<file path="config.mk">
export PLATFORM = sky130hd
export DESIGN_NAME = matrix_power_mod_2x2
export DESIGN_NICKNAME = d
export VERILOG_FILES = /design/src/hdl/mpm_pkg.sv /design/src/hdl/mpm_modred.sv /design/src/hdl/matrix_power_mod_2x2.sv
export SDC_FILE = /design/constraint.sdc
export NUM_CORES = 1
export LEC_CHECK = 0
export BUFFER_PORTS_ARGS = -buffer_cell sky130_fd_sc_hd__buf_2
export CAP_MARGIN = 10
export CELL_PAD_IN_SITES_DETAIL_PLACEMENT = 0
export CELL_PAD_IN_SITES_GLOBAL_PLACEMENT = 1
export CORE_ASPECT_RATIO = 0.8
export CORE_MARGIN = 4
export CORE_UTILIZATION = 45
export CTS_CLUSTER_DIAMETER = 30
export CTS_CLUSTER_SIZE = 10
export DETAILED_ROUTE_END_ITERATION = 12
export PLACE_DENSITY_LB_ADDON = 0.1
export SLEW_MARGIN = 20
export SYNTH_ARGS = -nofsm -noshare
export SYNTH_HDL_FRONTEND = slang
export SYNTH_SLANG_ARGS = --single-unit
</file>
<file path="constraint.sdc">
create_clock -name clock -period 6.6 [get_ports clock]
set_clock_uncertainty 0.1 [all_clocks]
set_input_delay 0.66 -clock clock [delete_from_list [all_inputs] [get_ports clock]]
set_output_delay 0.66 -clock clock [all_outputs]
set_load 0.05 [all_outputs]
</file>
<file path="src/hdl/mpm_pkg.sv">
// shared widths and types for the modular 2x2 matrix power block
package mpm_pkg;

   localparam int ENTRY_BITS   = 16;
   localparam int EXP_BITS     = 31;
   localparam int PROD_BITS    = 2 * ENTRY_BITS;
   localparam int SUM_BITS     = PROD_BITS + 1;
   localparam int RED_CNT_BITS = $clog2(SUM_BITS + 1);

   typedef logic [ENTRY_BITS-1:0] entry_type;
   typedef logic [ENTRY_BITS:0]   modext_type;
   typedef logic [EXP_BITS-1:0]   exp_type;
   typedef logic [PROD_BITS-1:0]  prod_type;
   typedef logic [SUM_BITS-1:0]   sum_type;
   typedef entry_type [3:0]       mat_type;

endpackage

</file>
<file path="src/hdl/mpm_modred.sv">
// bit-serial restoring reduction of a sum of products by the modulus
module mpm_modred (
   input  logic               clock,
   input  logic               reset,
   input  logic               start,
   input  mpm_pkg::sum_type   value,
   input  mpm_pkg::entry_type modulus,
   output logic               done,
   output mpm_pkg::entry_type remainder
);
   import mpm_pkg::*;

   modext_type              rem_ff, rem_in;
   modext_type              mod_ff, mod_in;
   sum_type                 val_ff, val_in;
   logic [RED_CNT_BITS-1:0] cnt_ff, cnt_in;
   logic                    busy_ff, busy_in;
   logic                    done_ff, done_in;

   logic [ENTRY_BITS+1:0]   trial;
   logic [ENTRY_BITS+1:0]   trial_sub;
   logic                    trial_ge;

   assign trial     = {rem_ff, val_ff[SUM_BITS-1]};
   assign trial_ge  = trial >= {1'b0, mod_ff};
   assign trial_sub = trial - {1'b0, mod_ff};

   always_comb begin
      rem_in  = rem_ff;
      mod_in  = mod_ff;
      val_in  = val_ff;
      cnt_in  = cnt_ff;
      busy_in = busy_ff;
      done_in = 1'b0;
      if (start) begin
         rem_in  = '0;
         val_in  = value;
         // zero modulus stands for two to the entry width
         mod_in  = (modulus == '0) ? {1'b1, {ENTRY_BITS{1'b0}}} : {1'b0, modulus};
         cnt_in  = RED_CNT_BITS'(SUM_BITS);
         busy_in = 1'b1;
      end else if (busy_ff) begin
         rem_in = trial_ge ? trial_sub[ENTRY_BITS:0] : trial[ENTRY_BITS:0];
         val_in = {val_ff[SUM_BITS-2:0], 1'b0};
         cnt_in = cnt_ff - RED_CNT_BITS'(1);
         if (cnt_ff == RED_CNT_BITS'(1)) begin
            busy_in = 1'b0;
            done_in = 1'b1;
         end
      end
   end

   always_ff @(posedge clock) begin
      rem_ff <= rem_in;
      mod_ff <= mod_in;
      val_ff <= val_in;
      cnt_ff <= cnt_in;
      if (reset) begin
         busy_ff <= 1'b0;
         done_ff <= 1'b0;
      end else begin
         busy_ff <= busy_in;
         done_ff <= done_in;
      end
   end

   assign done      = done_ff;
   assign remainder = rem_ff[ENTRY_BITS-1:0];

endmodule

</file>
<file path="src/hdl/matrix_power_mod_2x2.sv">
// modular 2x2 matrix power by square-and-multiply on one multiplier and one reducer
// zero exponent: the identity goes straight to ST_FINISH, which raises rsp_valid once
// any earlier response is taken; otherwise the input entries are reduced first, then
// each result entry takes two products, their sum and one reduction, with up to
// 2*bitlength(exponent)-1 matrix products; the bit-serial reducer sets the pace
// req_ready is high only while idle; synchronous reset clears sequencer and rsp_valid
module matrix_power_mod_2x2 (
   input  logic               clock,
   input  logic               reset,
   input  logic               req_valid,
   output logic               req_ready,
   input  mpm_pkg::entry_type req_entry_00,
   input  mpm_pkg::entry_type req_entry_01,
   input  mpm_pkg::entry_type req_entry_10,
   input  mpm_pkg::entry_type req_entry_11,
   input  mpm_pkg::exp_type   req_exponent,
   input  mpm_pkg::entry_type req_modulus,
   output logic               rsp_valid,
   input  logic               rsp_ready,
   output mpm_pkg::entry_type rsp_power_00,
   output mpm_pkg::entry_type rsp_power_01,
   output mpm_pkg::entry_type rsp_power_10,
   output mpm_pkg::entry_type rsp_power_11
);
   import mpm_pkg::*;

   typedef enum logic [3:0] {
      ST_IDLE,
      ST_PREP,
      ST_PREP_WAIT,
      ST_STEP,
      ST_MUL0,
      ST_MUL1,
      ST_ADD,
      ST_RED,
      ST_RED_WAIT,
      ST_SHIFT,
      ST_FINISH
   } state_type;

   state_type  state_ff, state_in;
   mat_type    raw_ff, raw_in;
   mat_type    base_ff, base_in;
   mat_type    acc_ff, acc_in;
   mat_type    res_ff, res_in;
   mat_type    out_ff, out_in;
   exp_type    n_ff, n_in;
   entry_type  mod_ff, mod_in;
   logic [1:0] k_ff, k_in;
   logic       sq_ff, sq_in;
   prod_type   prod_ff, prod_in;
   sum_type    sum_ff, sum_in;
   logic       rsp_valid_ff, rsp_valid_in;

   logic       red_start;
   logic       red_done;
   entry_type  red_rem;
   logic       term;
   mat_type    opa_mat;
   entry_type  opa;
   entry_type  opb;
   prod_type   product;
   entry_type  one_red;
   mat_type    res_full;

   mpm_modred u_modred (
      .clock     (clock),
      .reset     (reset),
      .start     (red_start),
      .value     (sum_ff),
      .modulus   (mod_ff),
      .done      (red_done),
      .remainder (red_rem)
   );

   assign red_start = (state_ff == ST_PREP) || (state_ff == ST_RED);
   assign term      = (state_ff == ST_MUL1);
   assign opa_mat   = sq_ff ? base_ff : acc_ff;
   assign opa       = opa_mat[{k_ff[1], term}];
   assign opb       = base_ff[{term, k_ff[0]}];
   assign product   = PROD_BITS'(opa) * PROD_BITS'(opb);
   assign one_red   = (mod_ff == ENTRY_BITS'(1)) ? '0 : ENTRY_BITS'(1);

   always_comb begin
      res_full          = res_ff;
      res_full[2'd3]    = red_rem;
   end

   always_comb begin
      state_in     = state_ff;
      raw_in       = raw_ff;
      base_in      = base_ff;
      acc_in       = acc_ff;
      res_in       = res_ff;
      out_in       = out_ff;
      n_in         = n_ff;
      mod_in       = mod_ff;
      k_in         = k_ff;
      sq_in        = sq_ff;
      prod_in      = prod_ff;
      sum_in       = sum_ff;
      rsp_valid_in = rsp_valid_ff && !rsp_ready;
      case (state_ff)
         ST_IDLE: begin
            if (req_valid) begin
               raw_in = {req_entry_11, req_entry_10, req_entry_01, req_entry_00};
               n_in   = req_exponent;
               mod_in = req_modulus;
               k_in   = 2'd0;
               sum_in = SUM_BITS'(req_entry_00);
               if (req_exponent == '0) begin
                  // identity, left unreduced
                  acc_in   = {ENTRY_BITS'(1), ENTRY_BITS'(0), ENTRY_BITS'(0), ENTRY_BITS'(1)};
                  state_in = ST_FINISH;
               end else begin
                  state_in = ST_PREP;
               end
            end
         end
         ST_PREP: begin
            state_in = ST_PREP_WAIT;
         end
         ST_PREP_WAIT: begin
            if (red_done) begin
               base_in[k_ff] = red_rem;
               if (k_ff == 2'd3) begin
                  acc_in   = {one_red, ENTRY_BITS'(0), ENTRY_BITS'(0), one_red};
                  state_in = ST_STEP;
               end else begin
                  k_in     = k_ff + 2'd1;
                  sum_in   = SUM_BITS'(raw_ff[k_ff + 2'd1]);
                  state_in = ST_PREP;
               end
            end
         end
         ST_STEP: begin
            k_in = 2'd0;
            if (n_ff[0]) begin
               sq_in    = 1'b0;
               state_in = ST_MUL0;
            end else begin
               state_in = ST_SHIFT;
            end
         end
         ST_SHIFT: begin
            n_in = n_ff >> 1;
            if ((n_ff >> 1) != '0) begin
               sq_in    = 1'b1;
               k_in     = 2'd0;
               state_in = ST_MUL0;
            end else begin
               state_in = ST_FINISH;
            end
         end
         ST_MUL0: begin
            prod_in  = product;
            state_in = ST_MUL1;
         end
         ST_MUL1: begin
            sum_in   = SUM_BITS'(prod_ff);
            prod_in  = product;
            state_in = ST_ADD;
         end
         ST_ADD: begin
            sum_in   = sum_ff + SUM_BITS'(prod_ff);
            state_in = ST_RED;
         end
         ST_RED: begin
            state_in = ST_RED_WAIT;
         end
         ST_RED_WAIT: begin
            if (red_done) begin
               res_in[k_ff] = red_rem;
               if (k_ff == 2'd3) begin
                  if (sq_ff) begin
                     base_in  = res_full;
                     state_in = ST_STEP;
                  end else begin
                     acc_in   = res_full;
                     state_in = ST_SHIFT;
                  end
               end else begin
                  k_in     = k_ff + 2'd1;
                  state_in = ST_MUL0;
               end
            end
         end
         ST_FINISH: begin
            if (!rsp_valid_ff || rsp_ready) begin
               out_in       = acc_ff;
               rsp_valid_in = 1'b1;
               state_in     = ST_IDLE;
            end
         end
         default: begin
            state_in = ST_IDLE;
         end
      endcase
   end

   always_ff @(posedge clock) begin
      raw_ff  <= raw_in;
      base_ff <= base_in;
      acc_ff  <= acc_in;
      res_ff  <= res_in;
      out_ff  <= out_in;
      n_ff    <= n_in;
      mod_ff  <= mod_in;
      k_ff    <= k_in;
      sq_ff   <= sq_in;
      prod_ff <= prod_in;
      sum_ff  <= sum_in;
      if (reset) begin
         state_ff     <= ST_IDLE;
         rsp_valid_ff <= 1'b0;
      end else begin
         state_ff     <= state_in;
         rsp_valid_ff <= rsp_valid_in;
      end
   end

   assign req_ready    = (state_ff == ST_IDLE);
   assign rsp_valid    = rsp_valid_ff;
   assign rsp_power_00 = out_ff[2'd0];
   assign rsp_power_01 = out_ff[2'd1];
   assign rsp_power_10 = out_ff[2'd2];
   assign rsp_power_11 = out_ff[2'd3];

endmodule
</file>
# After elaboration in Yosys (flattened, before gate mapping)
# Index checks and enable logic that the tools add are counted.
# word_totals
regBits	515
in_bits	115
out_inout_bits	66
wordCells	164
# classes
eq_ne	27
muxes	60
n_bitwise	1
magnitude_cmp	6
addsub	4
reduce_logical	30
mul	1
# op_table
operator	count
$mux W64	12
$pmux W64 S3	1
$mux W33	5
$pmux W33 S4	1
$bwmux W64	2
$pmux W64 S2	1
$bmux W16 S2	3
$mux W16	4
$pmux W31 S2	1
$pmux W4 S11	1
$mux W4	9
$mux W17	2
$add A33 B32 Y33	1
$demux W16 S2	1
$mul A16 B16 Y32	1
$logic_not A31 Y1	1
$mux W31	1
$reduce_bool A31 Y1	1
$ne A2 B2 Y1 const B	10
$ge A18 B17 Y1	1
$sub A17 B17 Y17	1
$eq A16 B1 Y1 const B	1
$eq A4 B3 Y1 const B	4
$logic_not A16 Y1	1
29 further kinds	63

# Depth between registers and ports, before layout
# Gate-level depths: netlist (run 1).
# depth
word_depth	7
depth_mapped	31
mapped_depth_nobuf	28

# Modules after synthesis
# Synthesis (run 1) repeated with hierarchy kept, for this count alone.
# unflattened
hier_cells	2627
area_unflattened_um2	31361.3
# modules_own_cells
module	area_each_um2	seq_area_each_um2	cells_each	instances
matrix_power_mod_2x2	27232.4	12682.2	2251	1
mpm_modred	4129.0	2001.9	376	1

# Worst setup path before layout (run 1)
# OpenSTA, ideal clock, no wires.
# synth_timing
path_kind	reg-to-reg
from	register k_ff[0]
to	register prod_ff[25] (data pin)
arrival_time_ns	6.689
path_stages_with_launch	27
setup_slack_ns	-0.451
synth_period_minus_slack_ns	7.051
path_cell_list	edfxtp_1 buf_2 buf_1 buf_2 nor3_1 a21oi_1 buf_2 nor2_1 fa_1 inv_1 fa_1 inv_1 fa_1 fa_1 fa_1 inv_1 fa_1 inv_1 ha_1 a21o_1 a21o_1 a21oi_1 o21ai_0 a21o_1 o21a_1 a221oi_2 xnor2_1
# synth_between
elab_chain_cells	3
# synth_lines
element	line_no	rtl
start, declared	matrix_power_mod_2x2.sv:49	logic [1:0] k_ff, k_in;
start signal, assigned	matrix_power_mod_2x2.sv:209	k_ff <= k_in;
$bmux W16 S2	matrix_power_mod_2x2.sv:80	assign opb = base_ff[{term, k_ff[0]}];
$mux W16 (not written as such)	matrix_power_mod_2x2.sv:80	
$mul A16 B16 Y32	matrix_power_mod_2x2.sv:81	assign product = PROD_BITS'(opa) * PROD_BITS'(opb);
net product[25]	matrix_power_mod_2x2.sv:62	prod_type product;
end signal, assigned	matrix_power_mod_2x2.sv:211	prod_ff <= prod_in;
end, declared	matrix_power_mod_2x2.sv:51	prod_type prod_ff, prod_in;
# The timed path passes the listed nets, and every way through them passes these cells. The select of a mux whose other input is x is not followed.
# A chain may end at the register's enable or synchronous reset.

# Worst setup path in the final report (run 1)
# layout_timing
from	register sq_ff
to	register prod_ff[28] (data pin)
# layout_between
elab_chain_cells	4
# layout_lines
element	line_no	rtl
start, declared	matrix_power_mod_2x2.sv:50	logic sq_ff, sq_in;
start signal, assigned	matrix_power_mod_2x2.sv:210	sq_ff <= sq_in;
$mux W64	matrix_power_mod_2x2.sv:78	assign opa_mat = sq_ff ? base_ff : acc_ff;
$bmux W16 S2	matrix_power_mod_2x2.sv:79	assign opa = opa_mat[{k_ff[1], term}];
$mux W16 (not written as such)	matrix_power_mod_2x2.sv:79	
$mul A16 B16 Y32	matrix_power_mod_2x2.sv:81	
net product[28]	matrix_power_mod_2x2.sv:62	
# The timed path passes the listed nets, and every way through them passes these cells. The select of a mux whose other input is x is not followed.

==> results of run 1 <==
## worst max-delay path, cell delays in order, from the launching register on
cell,delay (ns)
edfxtp_1,0.41
buf_6,0.16
inv_8,0.07
buf_12,0.13
mux4_2,0.53
mux2i_1,0.15
buf_4,0.16
inv_2,0.05
buf_12,0.12
nand2_1,0.07
fa_1,0.43
fa_1,0.52
inv_1,0.05
fa_1,0.53
fa_2,0.47
fa_1,0.51
inv_2,0.04
fa_1,0.49
inv_2,0.05
ha_4,0.22
a21o_1,0.18
a21o_1,0.19
a2bb2oi_2,0.15
o211ai_1,0.15
nand2_2,0.15
o21ai_2,0.09
o41ai_2,0.36
xnor2_1,0.12
## final timing paths
kind | to | start
setup / recovery | prod_ff[28] | sq_ff
hold / removal | mod_ff[5] | req_modulus[5]
setup reg to reg | prod_ff[28] | sq_ff
hold reg to reg | u_modred.mod_ff[7] | mod_ff[7]
## cell type report
cell class / count / share of cell area
clock inverter: 73 / 0.0212
tap: 913 / 0.0291
clock buffer: 116 / 0.0669
sequential: 499 / 0.374
multi-input combinational: 1727 / 0.387
timing repair buffer: 501 / 0.0945
inverter: 278 / 0.0268
## through the flow
stage	setup slack [ns]	TNS, ns
final	-0.330	-2.65
after global routing	-0.591	-6.06
after CTS	-0.309	-2.42
after detailed placement	-0.536	-5.44
after global placement	-0.470	-4.91
after floorplan	-0.0101	-0.0101
## registers in the layout, indices dropped and copies added (netlist names), 17 cells and up
name	count
u_modred.mod_ff	17
u_modred.val_ff	33
sum_ff	33
u_modred.rem_ff	17
acc_ff	64
prod_ff	32
res_ff	48
base_ff	64
raw_ff	64
n_ff	31
## synth_stat cells (19+ instances only)
cell type,count,area share
inv_1,276,0.034
nor2b_1,49,0.0099
nor4_1,21,0.0043
edfxtp_1,469,0.46
fa_1,196,0.13
clkbuf_1,94,0.011
xnor2_1,41,0.012
nand3_1,21,0.0034
xor2_1,26,0.0074
o21ai_0,61,0.0099
ha_1,159,0.064
nand2_1,352,0.043
a21oi_1,86,0.014
buf_2,27,0.0044
nor3_1,31,0.0050
and2_1,34,0.0069
a21o_1,98,0.024
mux4_2,57,0.042
mux2_2,30,0.011
nand4_1,19,0.0039
nor2_1,191,0.023
and3_1,76,0.015
dfxtp_1,30,0.019
## kinds of logic (layout without fill, tap and decap cells)
logic type	after synthesis	in the layout	synth area share
mux	103	103	0.0578
buf+inv	408	968	0.0513
compound gates	373	373	0.0819
xor+xnor	67	67	0.0190
flops	499	499	0.476
simple gates	829	829	0.122
fa+ha+maj	355	355	0.192
## what timing repair did
action                                  CTS  global route
setup buffers                            17            31
pin swaps                                36            75
gates cloned                              1             3
endpoints found under the setup margin   19            20
resized for setup                        65            82
## metal layers
metal  wire, µm  track usage
met4       1620       0.0576
met3       6290       0.0428
met2      37200        0.355
met5         13            0
met1      39600        0.349
## placed cells by master, fill, tap and decap left out, types with 13 or more instances in the layout
cell type and count:
dfxtp_1 28, xnor2_1 36, nand2b_1 13, inv_2 19
inv_6 15, fa_1 191, mux2_2 30, xor2_1 24
buf_4 285, o21ai_0 58, edfxtp_1 469, and3_1 73
ha_1 147, mux4_2 57, clkinvlp_4 14, mux2i_1 16
buf_12 22, nand2_2 32, nand4_1 19, a21oi_1 74
buf_2 180, nand2_1 314, nor3_1 26, nor4_1 21
nand3_1 21, and2_1 26, a211oi_1 16, nor2_1 177
a21o_1 98, nor2b_1 45, clkbuf_16 105, inv_1 257
==> results.yml, run 1 <==
status:
  status: "complete, but fails checks"
  violations: "negative setup slack"
drt:
  drcViolationCount: 0
  drtAntennaViolNets: 0
  drtIter0Drc: 1614
  wl_per_cell_um: 20.6
  wl_um: 84700
  first_pass_iters: 5
  viasPerCell: 5.39
  vias: 22133
sta:
  worst_slew_pin_slew_ns: 1.09
  max_freq_mhz: 144
  fin_hold_ws_ns: 0.0795
  rsz0062_at_grt: "true"
  max_slew_margin: 0.273
  finalCritPeriodShare: 1.05
  layout_setup_ws_ns: -0.330
  post-route-min-period_ns: 6.93
  maxSlewViolCount: 0
  setup-violations-final: 12
  finalHoldViolCount: 0
layout:
  fin_util: 0.580
  fillers: 5683
  multiInputGateArea_um2: 15200
  stdcell_area_um2: 39300
  drive_gt1_frac: 0.288
  regArea_um2: 14700
  syn_to_final_growth_pct: 27.3
  instances_no_fill: 4107
  final_nets: 3579
  insertedDiodeCount: 0
synth:
  synth_cell_type_count: 72
  synthesis.nets: 3104
  synth-async-reset-ratio: 0
  synth_edf_count: 469
  yosys_warnings: 0
  synthesis.area_um2: 30800
  syn_inst: 2634
  synth-seq-cells: 499
  avgSynthCellArea_um2: 11.7
  yosysSeqAreaShare: 0.476
  ys.flop_type: "edfxtp_1"
grt:
  grt_usage: 0.234
  grt_pass1_wl_um: 133000
  grt_antenna_before_repair: 2
  grt_pass1_vias: 23220
  overflow: 0
  grt_start_max_net_pins: 82
setup_path:
  path_class: "reg2reg"
  r2r_slack_ns: -0.33
  reg2regPathDepth: 27
  cp-start-kind: "flip-flop"
  crit_fanout: 6
  cp_data_arrival_time_ns: 7.20
  end_kind: "flip-flop"
  required_ns: 6.87
run:
  maxCapViolations: 0
cts:
  clk_pin_slew_ns: 0.05
  numClockSinks: 499
  cts_root_buffer: "clkbuf_16"
  holdBufCountCts: 0
  clk_latency_ns: 0.65
  clockBufferDepth: 3
  cts_tree: "done"
  cts_htree_levels: 3
  numCtsBuffers: 102
floorplanning:
  row_count: 85
  die_h_um: 242
  core_um2: 67600
  ios: 181
  dieWidth_um: 301
  start_util: 0.456
  die_area_um2: 72800
place:
  io_buffers: 180
  dp.cells: 3873
  dpl.hpwl_um: 61000
  placed_cell_area_um2: 34800
  place.gp.congestion: 0.915
worst_hold_path:
  hold_path.class: "in2reg"
  hold_depth: 1
Power of run 1 is left out: the tool's default activity adds up to more than one toggle a clock period on the data nets, which glitch-free logic cannot reach.
==> run 2: changes to the inputs <==
- HOLD_SLACK_MARGIN: unset -> 0.1
==> run 2 against run 1 <==
  * The run still ends with negative setup slack left
  * Critical path depth unchanged
  * Non-clock buffer count up 77
  * Register-to-register slack about the same
  * Worst hold slack better by 0.062 ns
  * Die area unchanged
  * Via count up 1.1%
  * Fmax down 0.10%
  * Sequential share of layout area down 0.72 points
  * Critical path type unchanged
  * Critical endpoint unchanged
  * Highest routed layer is now met4
==> results.yml, run 2 (synthesis results as in run 1) <==
status:
  status: "complete, but fails checks"
  violations: "negative setup slack"
setup_path:
  crit_path_frequent_cell: "fa_1"
  cp_slowest_cell: "mux4_2"
  required_ns: 6.87
  path_class: "reg2reg"
  cp_num_buf_inv: 9
  cp-start-kind: "flip-flop"
  cpLargestDelayFamily: "adder cells"
  cp_data_arrival_time_ns: 7.21
  end_kind: "flip-flop"
  crit_fanout: 6
  critical-path-max-stage-delay_ns: 0.53
grt:
  grt_start_max_net_pins: 82
  overflow: 0
  grt_pass1_wl_um: 135000
  grt_usage: 0.237
  grt_antenna_before_repair: 1
  grt_pass1_vias: 23580
layout:
  fillers: 5582
  instances_no_fill: 4185
  reg.largest.list: "acc_ff (64), base_ff (64), raw_ff (64)"
  layout.cells.most_common_list: "edfxtp_1, nand2_1, buf_4"
  final_nets: 3656
  syn_to_final_growth_pct: 29.8
  final_common_cell: "edfxtp_1"
  drive_gt1_frac: 0.282
drt:
  vias: 22378
  drtIter0Drc: 1559
  drcViolationCount: 0
  drtAntennaViolNets: 0
  wl_um: 85800
  viasPerCell: 5.35
  first_pass_iters: 6
  wl_per_cell_um: 20.5
floorplanning:
  die_h_um: 242
  core_um2: 67600
  die_area_um2: 72800
  ios: 181
  row_count: 85
  dieWidth_um: 301
  start_util: 0.456
cts:
  numClockSinks: 499
  cts_htree_levels: 3
  clk_pin_slew_ns: 0.05
  clockBufferDepth: 3
  cts_tree: "done"
  clk_latency_ns: 0.65
  numCtsBuffers: 102
  cts_root_buffer: "clkbuf_16"
sta:
  rsz0062_at_grt: "true"
  post-route-min-period_ns: 6.94
  finalHoldViolCount: 0
  setup-tns-final_ns: -2.70
  max_slew_margin: 0.274
  maxSlewViolCount: 0
  max_freq_mhz: 144
  setup-violations-final: 12
  worst_slew_pin_slew_ns: 1.09
  finalCritPeriodShare: 1.05
  layout_setup_ws_ns: -0.337
run:
  maxCapViolations: 0
place:
  dp.cells: 3873
  place.gp.congestion: 0.915
  dpl.hpwl_um: 61000
  io_buffers: 180
worst_hold_path:
  hold_path.class: "in2reg"
[run 2: worst paths after layout]
path                         from                  to  slack (ns)  cells past startpoint
setup / recovery            sq_ff         prod_ff[28]       -0.34                     27
hold / removal    req_entry_00[6]           raw_ff[6]        0.14                      1
setup reg to reg            sq_ff         prod_ff[28]       -0.34                     27
hold reg to reg         mod_ff[7]  u_modred.mod_ff[7]        0.35                      0
[run 2: cell type report]
cell class	instances	area, µm²	share of cell area
Antenna cell	1	2.50	0.0000625
Inverter	278	1050	0.0263
Tap cell	913	1140	0.0285
Clock inverter	73	831	0.0208
Sequential cell	499	14700	0.367
Timing Repair Buffer	578	4480	0.112
Multi-Input combinational cell	1727	15200	0.380
Clock buffer	116	2630	0.0656
[run 2: metrics by stage]
stage / hold WS, ns / setup slack, ns / cell area, µm² / util
2_1_floorplan: 0.321 / -0.0101 / 31100 / -
3_3_place_gp: 0.336 / -0.470 / 34800 / 0.515
3_5_place_dp: 0.339 / -0.536 / 34800 / 0.515
4_1_cts: 0.102 / -0.309 / 39400 / 0.583
5_1_grt: 0.111 / -0.591 / 40000 / 0.592
6_report: 0.142 / -0.337 / 40000 / 0.592
[run 2: what timing repair did]
item	CTS	global route
hold buffers	77	0
setup buffers	17	31
cloned	1	3
endpoints found under the hold margin	77	0
pin swaps	36	75
gates resized for setup	65	82
endpoints found under the setup margin	19	20
[run 2: layer usage]
| metal | global-route usage | up-vias | part of all wire |
|---|---|---|---|
| met3 | 0.0432 | 116 | 0.071 |
| li1 | - | 10334 | - |
| met1 | 0.350 | 11175 | 0.47 |
| met2 | 0.365 | 753 | 0.44 |
| met4 | 0.0576 | 0 | 0.019 |
| met5 | 0 | - | 0 |
Power of run 2 is left out for the same reason.
==> run 3: changes to the inputs <==
- SETUP_SLACK_MARGIN: unset -> 0.2
==> run 3 against run 2 <==
  * The run still ends with negative setup slack left
  * Worst setup slack worse by 0.084 ns
  * Sequential share of layout area decreased by 0.17 points
  * Global-route usage rose by 0.16 points
  * Cell count decreased by 0.74%
==> results.yml, run 3 (synthesis results as in run 1) <==
floorplanning:
  start_util: 0.456
  dieWidth_um: 301
  core_um2: 67600
  die_h_um: 242
  row_count: 85
  die_area_um2: 72800
  ios: 181
grt:
  grt_pass1_wl_um: 135000
  grt_usage: 0.239
  grt_antenna_before_repair: 2
  overflow: 0
  grt_pass1_vias: 23189
  grt_start_max_net_pins: 82
layout:
  syn_to_final_growth_pct: 30.4
  layout.cells.most_common_list: "edfxtp_1, nand2_1, inv_1"
  insertedDiodeCount: 0
  reg.largest.list: "acc_ff (64), base_ff (64), raw_ff (64)"
  stdcell_area_um2: 40200
  instances_no_fill: 4154
  final_nets: 3623
  drive_gt1_frac: 0.284
  final_common_cell: "edfxtp_1"
sta:
  setup-tns-final_ns: -3.20
  layout_setup_ws_ns: -0.421
  rsz0062_at_grt: "true"
  setup-violations-final: 13
  post-route-min-period_ns: 7.02
  worst_slew_pin_slew_ns: 1.09
  maxSlewViolCount: 0
  finalHoldViolCount: 0
  finalCritPeriodShare: 1.06
  max_freq_mhz: 142
  max_slew_margin: 0.272
setup_path:
  crit_fanout: 8
  cp_slowest_cell: "fa_2"
  path_class: "reg2reg"
  end_kind: "flip-flop"
  crit_path_frequent_cell: "fa_1"
  required_ns: 6.89
  cp-start-kind: "flip-flop"
  cp_data_arrival_time_ns: 7.31
  critical-path-max-stage-delay_ns: 0.55
drt:
  drcViolationCount: 0
  vias: 22303
  first_pass_iters: 6
  drtIter0Drc: 1842
  viasPerCell: 5.37
  wl_per_cell_um: 20.7
  wl_um: 85900
  drtAntennaViolNets: 0
cts:
  numCtsBuffers: 105
  cts_tree: "done"
  clk_pin_slew_ns: 0.04
  clockBufferDepth: 3
  numClockSinks: 499
  cts_htree_levels: 3
  cts_root_buffer: "clkbuf_16"
  clk_latency_ns: 0.66
place:
  dpl.hpwl_um: 61300
  placed_cell_area_um2: 34500
  place.gp.congestion: 0.925
  io_buffers: 180
  dp.cells: 3840
  pre_cts_slack_ns: -0.608
status:
  violations: "negative setup slack"
  status: "complete, but fails checks"
worst_hold_path:
  hold_path.class: "in2reg"
run:
  maxCapViolations: 0
## run 3: cell types whose count changed in the layout (fill, tap and decap cells not counted), sizes merged
cell | previous run | this run
buf | 497 | 463
bufbuf | 1 | 0
bufinv | 12 | 21
clkbuf | 119 | 115
clkinv | 31 | 32
clkinvlp | 14 | 16
diode | 1 | 0
dlygate4sd3 | 77 | 79
inv | 294 | 289
## run 3: final cells by class
type / instances / area, µm²
clock inverters: 80 / 1110
multi-input cells: 1727 / 15400
fillers: 5504 / 27400
well taps: 913 / 1140
repair buffers: 542 / 4110
inverters: 278 / 1090
flip-flops and latches: 499 / 14700
clock buffers: 115 / 2690
## run 3: stage by stage
| stage | util | hold WS [ns] |
|---|---|---|
| global placement | 0.510 | 0.338 |
| global route | 0.595 | 0.114 |
| floorplan | - | 0.321 |
| detailed placement | 0.510 | 0.340 |
| CTS | 0.586 | 0.103 |
| finish | 0.595 | 0.157 |
## run 3: worst max-delay path: cells and delay by family (launching register included)
family / cells / cell delay (ns)
fa+ha+maj: 7 / 3.28
compound gates: 6 / 1.15
buf+inv: 8 / 0.67
simple gates: 4 / 0.55
mux: 2 / 0.53
flops: 1 / 0.35
xor+xnor: 1 / 0.11
## run 3: worst paths after layout
path	startpoint	end	slack, ns	cells past startpoint
max	state_ff[3]	prod_ff[28]	-0.42	28
max reg2reg	state_ff[3]	prod_ff[28]	-0.42	28
min	req_entry_00[1]	raw_ff[1]	0.16	1
min reg2reg	mod_ff[2]	u_modred.mod_ff[2]	0.35	0
## run 3: timing repair
action	CTS	global route
hold endpoints to repair	79	0
hold buffers	79	0
gates resized for setup	85	101
endpoints found under the setup margin	21	22
pin swaps	38	78
setup buffers	18	20
gates cloned	2	0
## run 3: per-layer routing
metal / share of wire / track usage / vias to the layer above
li1: - / - / 10268
met1: 0.48 / 0.360 / 11158
met2: 0.44 / 0.354 / 741
met3: 0.065 / 0.0437 / 136
met4: 0.025 / 0.0681 / 0
met5: 0 / 0 / -
Power of run 3 is left out for the same reason.
